File: src/rtl/core/scl_pkg.sv
// Shared types, character codes and command word tables for the serial
// command line parser. Every module of the block but scl_ram imports this package.
package scl_pkg;

  localparam int MAX_LEN = 30;
  localparam int CNT_W   = $clog2(MAX_LEN + 1);
  localparam int IDX_W   = (MAX_LEN > 1) ? $clog2(MAX_LEN) : 1;
  localparam int CHAR_W  = 7;

  localparam int QUEUE_DEPTH = 2;
  localparam int QPTR_W      = (QUEUE_DEPTH > 1) ? $clog2(QUEUE_DEPTH) : 1;
  localparam int QCNT_W      = $clog2(QUEUE_DEPTH + 1);

  // Received byte codes.
  localparam logic [7:0] KEY_SPACE = 8'd32;
  localparam logic [7:0] KEY_BS    = 8'h7F;
  localparam logic [7:0] KEY_ENTER = 8'h0D;
  localparam logic [7:0] KEY_LF    = 8'd10;
  localparam logic [7:0] KEY_LOW   = 8'd48;
  localparam logic [7:0] KEY_HIGH  = 8'd123;

  // Stored character codes.
  localparam logic [CHAR_W-1:0] CH_SPACE = 7'd32;
  localparam logic [CHAR_W-1:0] CH_ZERO  = 7'd48;
  localparam logic [CHAR_W-1:0] CH_NINE  = 7'd57;

  localparam logic [1:0] CMD_NONE    = 2'd0;
  localparam logic [1:0] CMD_SEGMENT = 2'd1;
  localparam logic [1:0] CMD_CHECK   = 2'd2;

  localparam logic [1:0] ST_OK    = 2'd0;
  localparam logic [1:0] ST_NOVAL = 2'd1;
  localparam logic [1:0] ST_NAN   = 2'd2;

  localparam int WORD1_LEN   = 19;
  localparam int WORD2_LEN   = 11;
  localparam int W1_IDX_W    = $clog2(WORD1_LEN);
  localparam int W2_IDX_W    = $clog2(WORD2_LEN);
  localparam logic [8*WORD1_LEN-1:0] WORD1_STR = {"flash_print", "_segment"};
  localparam logic [8*WORD2_LEN-1:0] WORD2_STR = {"flash", "_check"};

  typedef enum logic {
    OP_ECHO  = 1'b0,
    OP_ENTER = 1'b1
  } op_kind_t;

  // One word handed from the front to the back.
  typedef struct packed {
    op_kind_t         kind;
    logic [7:0]       data;
    logic [CNT_W-1:0] len;
  } op_t;

  function automatic logic [CHAR_W-1:0] word1_at(input logic [W1_IDX_W-1:0] i);
    return WORD1_STR[8*(WORD1_LEN-1-int'(i)) +: CHAR_W];
  endfunction

  function automatic logic [CHAR_W-1:0] word2_at(input logic [W2_IDX_W-1:0] i);
    return WORD2_STR[8*(WORD2_LEN-1-int'(i)) +: CHAR_W];
  endfunction

endpackage

File: src/rtl/core/scl_ram.sv
// Generic single-write, single-read RAM with registered read data.
// Stands alone; no package needed.
module scl_ram #(
  parameter int WIDTH = 8,
  parameter int DEPTH = 16
) (
  input  logic                                   clk,
  input  logic                                   we,
  input  logic [((DEPTH > 1) ? $clog2(DEPTH) : 1)-1:0] waddr,
  input  logic [WIDTH-1:0]                       wdata,
  input  logic                                   re,
  input  logic [((DEPTH > 1) ? $clog2(DEPTH) : 1)-1:0] raddr,
  output logic [WIDTH-1:0]                       rdata
);

  logic [WIDTH-1:0] mem [DEPTH];

  always_ff @(posedge clk) begin
    if (we) begin
      mem[waddr] <= wdata;
    end
    if (re) begin
      rdata <= mem[raddr];
    end
  end

endmodule

File: src/rtl/core/scl_front.sv
// Front end: accepts received bytes, classifies them, keeps the line length
// and writes the line store. Uses scl_pkg.
module scl_front (
  input  logic                      clk,
  input  logic                      rst_n,
  input  logic                      push,
  output logic                      full,
  input  logic [7:0]                in_rx_byte,
  input  logic                      q_full,
  output logic                      q_push,
  output scl_pkg::op_t              q_op,
  input  logic                      walk_done,
  output logic                      ram_we,
  output logic [scl_pkg::IDX_W-1:0] ram_waddr,
  output logic [scl_pkg::CHAR_W-1:0] ram_wdata
);
  import scl_pkg::*;

  logic [CNT_W-1:0] count_r, count_nxt;
  logic             pending_r, pending_nxt;
  logic             accept, is_print, do_store, do_bs, do_enter;

  // While a finished line is being walked, the store must not change.
  assign full   = q_full || pending_r;
  assign accept = push && !full;

  always_comb begin
    is_print = (in_rx_byte == KEY_SPACE) ||
               ((in_rx_byte >= KEY_LOW) && (in_rx_byte <= KEY_HIGH));
    do_store = accept && is_print && (count_r != CNT_W'(MAX_LEN));
    do_bs    = accept && (in_rx_byte == KEY_BS) && (count_r != '0);
    do_enter = accept && (in_rx_byte == KEY_ENTER);

    count_nxt = count_r;
    if (do_store) begin
      count_nxt = count_r + 1'b1;
    end else if (do_bs) begin
      count_nxt = count_r - 1'b1;
    end else if (do_enter) begin
      count_nxt = '0;
    end

    pending_nxt = pending_r;
    if (do_enter) begin
      pending_nxt = 1'b1;
    end else if (walk_done) begin
      pending_nxt = 1'b0;
    end

    q_push      = do_store || do_bs || do_enter;
    q_op.kind   = do_enter ? OP_ENTER : OP_ECHO;
    q_op.data   = in_rx_byte;
    q_op.len    = count_r;

    ram_we    = do_store;
    ram_waddr = count_r[IDX_W-1:0];
    ram_wdata = in_rx_byte[CHAR_W-1:0];
  end

  always_ff @(posedge clk) begin
    if (!rst_n) begin
      count_r   <= '0;
      pending_r <= 1'b0;
    end else begin
      count_r   <= count_nxt;
      pending_r <= pending_nxt;
    end
  end

endmodule

File: src/rtl/core/scl_op_fifo.sv
// Short queue of classified words between the front and the back end.
// Uses scl_pkg for the word type and depth.
module scl_op_fifo (
  input  logic         clk,
  input  logic         rst_n,
  input  logic         push_en,
  input  scl_pkg::op_t push_op,
  output logic         q_full,
  input  logic         pop_en,
  output logic         q_valid,
  output scl_pkg::op_t pop_op
);
  import scl_pkg::*;

  op_t               slot_r [QUEUE_DEPTH];
  logic [QPTR_W-1:0] wptr_r, wptr_nxt, rptr_r, rptr_nxt;
  logic [QCNT_W-1:0] cnt_r, cnt_nxt;
  logic              do_push, do_pop;

  assign q_full  = (cnt_r == QCNT_W'(QUEUE_DEPTH));
  assign q_valid = (cnt_r != '0);
  assign pop_op  = slot_r[rptr_r];

  always_comb begin
    do_push  = push_en && !q_full;
    do_pop   = pop_en && q_valid;
    wptr_nxt = wptr_r;
    rptr_nxt = rptr_r;
    if (do_push) begin
      wptr_nxt = (wptr_r == QPTR_W'(QUEUE_DEPTH - 1)) ? '0 : wptr_r + 1'b1;
    end
    if (do_pop) begin
      rptr_nxt = (rptr_r == QPTR_W'(QUEUE_DEPTH - 1)) ? '0 : rptr_r + 1'b1;
    end
    cnt_nxt = cnt_r;
    if (do_push && !do_pop) begin
      cnt_nxt = cnt_r + 1'b1;
    end else if (do_pop && !do_push) begin
      cnt_nxt = cnt_r - 1'b1;
    end
  end

  always_ff @(posedge clk) begin
    if (do_push) begin
      slot_r[wptr_r] <= push_op;
    end
  end

  always_ff @(posedge clk) begin
    if (!rst_n) begin
      wptr_r <= '0;
      rptr_r <= '0;
      cnt_r  <= '0;
    end else begin
      wptr_r <= wptr_nxt;
      rptr_r <= rptr_nxt;
      cnt_r  <= cnt_nxt;
    end
  end

endmodule

File: src/rtl/core/scl_back.sv
// Back end: carries out queued words, walks the line store on enter to
// match the command word and convert the value, and holds the result word.
// Uses scl_pkg.
module scl_back (
  input  logic                       clk,
  input  logic                       rst_n,
  input  logic                       q_valid,
  input  scl_pkg::op_t               q_op,
  output logic                       q_pop,
  output logic                       walk_done,
  output logic                       ram_re,
  output logic [scl_pkg::IDX_W-1:0]  ram_raddr,
  input  logic [scl_pkg::CHAR_W-1:0] ram_rdata,
  output logic                       empty,
  input  logic                       pop,
  output logic [7:0]                 out_echo_byte,
  output logic                       out_line_done,
  output logic [1:0]                 out_command_id,
  output logic [31:0]                out_number_value,
  output logic [1:0]                 out_value_status,
  output logic                       out_last
);
  import scl_pkg::*;

  typedef enum logic [3:0] {
    S_IDLE = 4'b0001,
    S_READ = 4'b0010,
    S_EVAL = 4'b0100,
    S_DONE = 4'b1000
  } state_t;

  state_t           state_r, state_nxt;
  logic [CNT_W-1:0] idx_r, idx_nxt, len_r, len_nxt, idx_inc;
  logic             seen_r, seen_nxt, m1_r, m1_nxt, m2_r, m2_nxt;
  logic [31:0]      value_r, value_nxt;
  logic [1:0]       status_r, status_nxt;
  logic [31:0]      idx32, len32;
  logic             hit1, hit2, is_digit, out_free;

  logic             ovalid_r, ovalid_nxt;
  logic [7:0]       oecho_r, oecho_nxt;
  logic             odone_r, odone_nxt, olast_r, olast_nxt;
  logic [1:0]       ocmd_r, ocmd_nxt, ostat_r, ostat_nxt;
  logic [31:0]      oval_r, oval_nxt;

  assign empty            = !ovalid_r;
  assign out_echo_byte    = oecho_r;
  assign out_line_done    = odone_r;
  assign out_command_id   = ocmd_r;
  assign out_number_value = oval_r;
  assign out_value_status = ostat_r;
  assign out_last         = olast_r;

  always_comb begin
    out_free  = !ovalid_r || pop;
    idx32     = 32'(idx_r);
    len32     = 32'(len_r);
    idx_inc   = CNT_W'(idx_r + 1'b1);
    is_digit  = (ram_rdata >= CH_ZERO) && (ram_rdata <= CH_NINE);
    // Without a space the whole line is the word, so its length is checked here.
    hit1      = seen_r ? m1_r : (m1_r && (len32 == WORD1_LEN));
    hit2      = seen_r ? m2_r : (m2_r && (len32 == WORD2_LEN));

    state_nxt  = state_r;
    idx_nxt    = idx_r;
    len_nxt    = len_r;
    seen_nxt   = seen_r;
    m1_nxt     = m1_r;
    m2_nxt     = m2_r;
    value_nxt  = value_r;
    status_nxt = status_r;
    q_pop      = 1'b0;
    walk_done  = 1'b0;
    ram_re     = 1'b0;
    ram_raddr  = idx_r[IDX_W-1:0];

    ovalid_nxt = ovalid_r && !pop;
    oecho_nxt  = oecho_r;
    odone_nxt  = odone_r;
    ocmd_nxt   = ocmd_r;
    oval_nxt   = oval_r;
    ostat_nxt  = ostat_r;
    olast_nxt  = olast_r;

    unique case (state_r)
      S_IDLE: begin
        if (q_valid && out_free) begin
          q_pop      = 1'b1;
          ovalid_nxt = 1'b1;
          oecho_nxt  = q_op.data;
          odone_nxt  = 1'b0;
          ocmd_nxt   = CMD_NONE;
          oval_nxt   = '0;
          ostat_nxt  = ST_OK;
          olast_nxt  = 1'b1;
          if (q_op.kind == OP_ENTER) begin
            oecho_nxt  = KEY_ENTER;
            olast_nxt  = 1'b0;
            len_nxt    = q_op.len;
            idx_nxt    = '0;
            seen_nxt   = 1'b0;
            m1_nxt     = 1'b1;
            m2_nxt     = 1'b1;
            value_nxt  = '0;
            status_nxt = ST_NOVAL;
            state_nxt  = (q_op.len == '0) ? S_DONE : S_READ;
          end
        end
      end
      S_READ: begin
        ram_re    = 1'b1;
        state_nxt = S_EVAL;
      end
      S_EVAL: begin
        if (!seen_r) begin
          if (ram_rdata == CH_SPACE) begin
            seen_nxt   = 1'b1;
            status_nxt = ST_OK;
            m1_nxt     = m1_r && (idx32 == WORD1_LEN);
            m2_nxt     = m2_r && (idx32 == WORD2_LEN);
          end else begin
            m1_nxt = m1_r && (idx32 < WORD1_LEN) &&
                     (ram_rdata == word1_at(idx32[W1_IDX_W-1:0]));
            m2_nxt = m2_r && (idx32 < WORD2_LEN) &&
                     (ram_rdata == word2_at(idx32[W2_IDX_W-1:0]));
          end
        end else if (status_r == ST_OK) begin
          if (is_digit) begin
            value_nxt = (value_r << 3) + (value_r << 1) +
                        32'(4'(ram_rdata - CH_ZERO));
          end else begin
            status_nxt = ST_NAN;
            value_nxt  = '0;
          end
        end
        idx_nxt   = idx_inc;
        state_nxt = (idx_inc == len_r) ? S_DONE : S_READ;
      end
      S_DONE: begin
        if (out_free) begin
          ovalid_nxt = 1'b1;
          oecho_nxt  = KEY_LF;
          odone_nxt  = 1'b1;
          ocmd_nxt   = hit1 ? CMD_SEGMENT : (hit2 ? CMD_CHECK : CMD_NONE);
          oval_nxt   = value_r;
          ostat_nxt  = status_r;
          olast_nxt  = 1'b1;
          walk_done  = 1'b1;
          state_nxt  = S_IDLE;
        end
      end
      default: begin
        state_nxt = S_IDLE;
      end
    endcase
  end

  always_ff @(posedge clk) begin
    if (!rst_n) begin
      state_r  <= S_IDLE;
      ovalid_r <= 1'b0;
    end else begin
      state_r  <= state_nxt;
      ovalid_r <= ovalid_nxt;
    end
  end

  always_ff @(posedge clk) begin
    idx_r    <= idx_nxt;
    len_r    <= len_nxt;
    seen_r   <= seen_nxt;
    m1_r     <= m1_nxt;
    m2_r     <= m2_nxt;
    value_r  <= value_nxt;
    status_r <= status_nxt;
    oecho_r  <= oecho_nxt;
    odone_r  <= odone_nxt;
    ocmd_r   <= ocmd_nxt;
    oval_r   <= oval_nxt;
    ostat_r  <= ostat_nxt;
    olast_r  <= olast_nxt;
  end

endmodule

File: src/rtl/core/serial_command_line_parser.sv
// Serial command line parser top level: front end, word queue, back end, line store.
// A taken byte passes the word queue into the result register as its echo word;
// on enter the CR word follows, and the LF report once the line is walked.
// Throughput: one echoed byte per cycle while results are popped; after enter no
// byte is taken until the LF report is loaded, as the back end reads the line store.
// Reset (rst_n low, synchronous) empties the line, the queue and the result register.
module serial_command_line_parser (
  input  logic        clk,
  input  logic        rst_n,
  input  logic        push,
  output logic        full,
  input  logic [7:0]  in_rx_byte,
  output logic        empty,
  input  logic        pop,
  output logic [7:0]  out_echo_byte,
  output logic        out_line_done,
  output logic [1:0]  out_command_id,
  output logic [31:0] out_number_value,
  output logic [1:0]  out_value_status,
  output logic        out_last
);
  import scl_pkg::*;

  logic              q_full, q_push, q_valid, q_pop, walk_done;
  op_t               q_in_op, q_out_op;
  logic              ram_we, ram_re;
  logic [IDX_W-1:0]  ram_waddr, ram_raddr;
  logic [CHAR_W-1:0] ram_wdata, ram_rdata;

  scl_front u_front (
    .clk        (clk),
    .rst_n      (rst_n),
    .push       (push),
    .full       (full),
    .in_rx_byte (in_rx_byte),
    .q_full     (q_full),
    .q_push     (q_push),
    .q_op       (q_in_op),
    .walk_done  (walk_done),
    .ram_we     (ram_we),
    .ram_waddr  (ram_waddr),
    .ram_wdata  (ram_wdata)
  );

  scl_op_fifo u_fifo (
    .clk     (clk),
    .rst_n   (rst_n),
    .push_en (q_push),
    .push_op (q_in_op),
    .q_full  (q_full),
    .pop_en  (q_pop),
    .q_valid (q_valid),
    .pop_op  (q_out_op)
  );

  scl_ram #(
    .WIDTH (CHAR_W),
    .DEPTH (MAX_LEN)
  ) u_line_store (
    .clk   (clk),
    .we    (ram_we),
    .waddr (ram_waddr),
    .wdata (ram_wdata),
    .re    (ram_re),
    .raddr (ram_raddr),
    .rdata (ram_rdata)
  );

  scl_back u_back (
    .clk              (clk),
    .rst_n            (rst_n),
    .q_valid          (q_valid),
    .q_op             (q_out_op),
    .q_pop            (q_pop),
    .walk_done        (walk_done),
    .ram_re           (ram_re),
    .ram_raddr        (ram_raddr),
    .ram_rdata        (ram_rdata),
    .empty            (empty),
    .pop              (pop),
    .out_echo_byte    (out_echo_byte),
    .out_line_done    (out_line_done),
    .out_command_id   (out_command_id),
    .out_number_value (out_number_value),
    .out_value_status (out_value_status),
    .out_last         (out_last)
  );

`ifndef ASSERT_OFF
  // The front end must never push into a full queue.
  a_no_push_full: assert property (@(posedge clk) disable iff (!rst_n)
    q_push |-> !q_full) else $error("word pushed into full queue");

  // The line store is never written while the back end walks it.
  a_no_write_walk: assert property (@(posedge clk) disable iff (!rst_n)
    ram_we |-> !ram_re) else $error("line store written during walk");

  // A line report always rides on the final LF word.
  a_done_lf: assert property (@(posedge clk) disable iff (!rst_n)
    (!empty && out_line_done) |-> (out_echo_byte == KEY_LF) && out_last)
    else $error("line report on wrong word");

  // Words that close no line carry no report.
  a_no_report: assert property (@(posedge clk) disable iff (!rst_n)
    (!empty && !out_line_done) |-> (out_command_id == CMD_NONE) &&
      (out_number_value == 32'd0) && (out_value_status == ST_OK))
    else $error("report fields set on echo word");
`endif

endmodule

File: config.mk
export PLATFORM = sky130hd
export DESIGN_NAME = serial_command_line_parser
export DESIGN_NICKNAME = d
export VERILOG_FILES = /design/src/rtl/core/scl_pkg.sv /design/src/rtl/core/scl_ram.sv /design/src/rtl/core/scl_front.sv /design/src/rtl/core/scl_op_fifo.sv /design/src/rtl/core/scl_back.sv /design/src/rtl/core/serial_command_line_parser.sv
export SDC_FILE = /design/constraint.sdc
export NUM_CORES = 1
export LEC_CHECK = 0
export BUFFER_PORTS_ARGS = -buffer_cell sky130_fd_sc_hd__buf_2
export CAP_MARGIN = 20
export CORE_MARGIN = 2
export CORE_UTILIZATION = 40
export DETAILED_ROUTE_END_ITERATION = 10
export GPL_TIMING_DRIVEN = 0
export PLACE_DENSITY = 0.62
export SKIP_CTS_REPAIR_TIMING = 1
export SYNTH_ARGS = -nofsm -noshare
export SYNTH_HDL_FRONTEND = slang
export SYNTH_SLANG_ARGS = --single-unit
export TNS_END_PERCENT = 30
File: constraint.sdc
create_clock -name clk -period 8.7 [get_ports clk]
set_clock_uncertainty 0.15 [all_clocks]
set_input_delay 1.74 -clock clk [delete_from_list [all_inputs] [get_ports clk]]
set_output_delay 1.74 -clock clk [all_outputs]
set_load 0.05 [all_outputs]
==> impl_results.md <==
* Status: finished, final reports clean
* Largest net degree at the start of global routing at 37
* DRC Markers at 0
* Max Buffers Root-to-Sink at 3
* Placed cell area at 0.01809 mm^2
* Dpl hpwl at 28330 um
* Num CTS Buffers at 38
* Worst Hold Depth at 2
* Critical Path Fanout Max at 34
* FP Rows at 75
* Largest incremental delay on the critical path at 0.82 ns
* Pwr Density at 295.9 mW/mm^2
* R2R Path Start: u_line_store.rdata[3]$_DFFE_PP_
* Port buffer count at 59
* Clk slew on worst S/H paths at 0.06 ns
* Most frequent cells in the layout: 338 x edfxtp_1, 131 x nor2_1, 85 x buf_2
* Worst path buffer plus inverter count at 2
* Layout cells sized above 1 at 0.1615
* Via count at 10880
* Power share of the combinational group at 0.346
* Commonest register cell after synthesis: edfxtp_1
* Number of flops mapped to enable cells by yosys at 338
* Hold Vio Cnt, Final at 0
* WS Path Type: in2reg
* Leak at 6.731 nW
* Drt pass-1 iters at 5
* Seq cells post-synth at 354
* Worst hold-check path type: reg2reg
* Vias in the first global route at 10890
* I/O Pins at 60
* Total power at 0.005711 W
* Most common cell after layout, fill and taps aside: edfxtp_1
* Slowest-stage cell, CP: nor4_1
* Slew Viols, Final at 0
* Worst skew pair latency at 0.57 ns
* Fill count at 3760
* Post-Layout Inst Area at 0.01930 mm^2
* H-tree levels at 2
* Core outline area at 0.04204 mm^2
* Critical Path Start: in_rx_byte[0]
* Critical Path Sink Type: register
* Clock Tree Root: clkbuf_16
* Starting density of the core at 0.4058
* Global-route wire length before repair at 62650 um
* WHS Endpoint: u_front.pending_r$_SDFFE_PN0P_
* Vias per cell at 5.634
* Worst VDD drop at 0.1838 mV
* Area taken by multi-input logic gates at 0.006202 mm^2
* CTS tree: done
* Post-layout min period at 4.468 ns
* Total die area at 0.04431 mm^2
* Clock sinks at 354
* Yosys cell types at 76
* Critical Path AT at 4.59 ns
* Ys Warns at 0
* DRT Wirelength at 40690 um
* CP Data Required Time at 8.82 ns
* RSZ-0062 raised after global routing: false
* Pre-CTS WS at 3.686 ns
* Register area share after synthesis at 0.6138
* Reg-to-reg setup timing slack at 5.06 ns
* Initial antenna violation count at 1
* 1st-iter DRT viols at 841
* Endpoints failing setup at 0
* Synthesized area per cell at 13.53 um^2
* Int Power at 0.003647 W
* Slew headroom at 0.3244
* Crit start category: input port
* Antenna diodes at 0
* Sw Share at 0.3614
* DRT antenna net count at 0
* Fmax at 0.2238 GHz
* P&R area growth vs syn at 13.14%
* Hold Slack at 0.3316 ns
* Reg2reg end: u_back.value_r[24]$_SDFFCE_PN0P_
* Final period util at 0.5136
* Clock power share at 0.275
* Final setup margin at 4.232 ns
* Drt wl/cell at 21.06 um
* FF-to-FF path depth at 9
* Crit path cell chain: buf_2 > nand4b_1 > nor4_1 > nor2_1 > a21oi_1 > buf_4
* Total GRT Usage at 0.1861
* Hold_sp: u_front.pending_r$_SDFFE_PN0P_
* Final #Nets at 1443
* Post-synth net total at 1340
* Max Cap Viol at 0
* Register Area at 0.01047 mm^2
* Async set-reset flop share out of synthesis at 0
* Die H at 210.5 um
* CP delay by family, top: simple AND/OR/NAND/NOR gates
* Routability-driven placement congestion ratio at 0.8605
* Sequential power share at 0.379
* Switch Pwr at 0.002064 W
* Grt total ovfl at 0
* Post-Syn Area at 0.01706 mm^2
* Die width at 210.5 um
* Post-Syn Instances at 1261
* Setup_tns at 0 ns
* Slew of the pin with the lowest slew margin at 1.013 ns
==> tightest hold or removal path, stage by stage (launching register included) <==
cell and delay (ns):
dfxtp_1 0.32, nand2_1 0.06, a21oi_1 0.05
==> worst max-delay path by stage <==
| stage | to | slack (ns) | depth (start not counted) |
|---|---|---|---|
| floorplan | u_fifo.slot_r[0][0]$_DFFE_PP_ | 4.59 | 5 |
| global placement | u_fifo.slot_r[0][9]$_DFFE_PP_ | 3.57 | 5 |
| detailed placement | u_line_store.mem[4][3]$_DFFE_PP_ | 3.69 | 7 |
| CTS | u_fifo.slot_r[0][9]$_DFFE_PP_ | 4.29 | 6 |
| global route | u_fifo.slot_r[0][9]$_DFFE_PP_ | 3.99 | 6 |
| finish | u_fifo.slot_r[0][11]$_DFFE_PP_ | 4.23 | 6 |
==> power by group through the flow <==
stage	Clock, W	Sequential, W	Combinational [W]
final	0.00157	0.00216	0.00198
after global routing	0.00166	0.00219	0.00214
after CTS	0.00160	0.00217	0.00197
after detailed placement	0	0.00220	0.00196
after global placement	0	0.00221	0.00193
after floorplan	0	0.00254	0.00112
==> registers in the layout, indices dropped and copies added (netlist names), 2 cells and up, named ones only <==
name,cells
u_line_store.rdata,7
u_front.ram_waddr,5
u_back.out_command_id,2
u_back.out_number_value,32
u_back.state_r,4
u_back.out_echo_byte,8
u_back.ram_raddr,5
u_line_store.mem,210
u_fifo.cnt_r,2
u_back.value_r,32
u_back.status_r,2
u_back.out_value_status,2
u_fifo.slot_r,28
u_back.len_r,5
==> metrics by stage <==
stage               instances    util
floorplan                1261       -
global placement         1859  0.4288
detailed placement       1862  0.4302
CTS                      1931  0.4589
global route             1932  0.4591
finish                   1932  0.4591
==> routing by layer <==
metal,track usage,vias up,wire [um]
met1,0.2464,5344,17500
met4,0.07819,2,1426
li1,-,5083,-
met2,0.3050,365,19410
met5,0,-,13
met3,0.03144,90,2331
==> cells by family after synthesis <==
logic type               Yosys count  share of synthesized area
flip-flops                       354                     0.6138
adder cells (fa/ha/maj)           67                    0.05002
XOR/XNOR                          41                    0.02105
AO/OA/AOI/OAI                    251                     0.1003
buffers and inverters             85                    0.02281
AND/OR/NAND/NOR                  371                     0.1072
multiplexers                      92                    0.08486
==> synthesized netlist by cell type, types with 5 or more instances <==
cell type  instances  area [um^2]
nand3b_1           7        52.55
nand4_1            6        37.54
a21o_1            13        97.59
o21a_1            13        97.59
mux4_2            40        900.9
dfxtp_1           16        320.3
buf_2             26        130.1
xnor2_1           17        148.9
xor2_1            24        210.2
nand2_1           58        217.7
o21ai_0           43        215.2
ha_1              65        813.3
mux2_2            19        214.0
clkbuf_1          24        90.09
a31oi_1           14        87.58
a21boi_0           6        45.04
buf_1              5        18.77
or3_1              5        31.28
nor3_1            26        130.1
inv_1             19        71.32
o31ai_1            6        45.04
nor2b_1           15        93.84
a21oi_1           69        345.3
a311oi_1           5        43.79
a211oi_1          13        97.59
and2_1            43        269.0
nand2b_1          20        125.1
nand3_1           23        115.1
or4_1              5        37.54
and3_1            14        87.58
edfxtp_1         338        10150
a221oi_1           7        61.31
o211ai_1           7        52.55
nor2_1           131        491.7
buf_4              8        60.06
mux2i_1           31        310.3
a221o_1            9        90.09
==> final cells by class <==
| class | instances | area share |
|---|---|---|
| plain buffers | 64 | 0.01608 |
| clock buffers | 54 | 0.05342 |
| clock inverters | 15 | 0.009140 |
| inverters | 21 | 0.004084 |
| multi-input cells | 822 | 0.3213 |
| flip-flops and latches | 354 | 0.5425 |
| well taps | 539 | 0.03494 |
| repair buffers | 63 | 0.01854 |
Note: power is estimated with default switching activity, not from simulation.
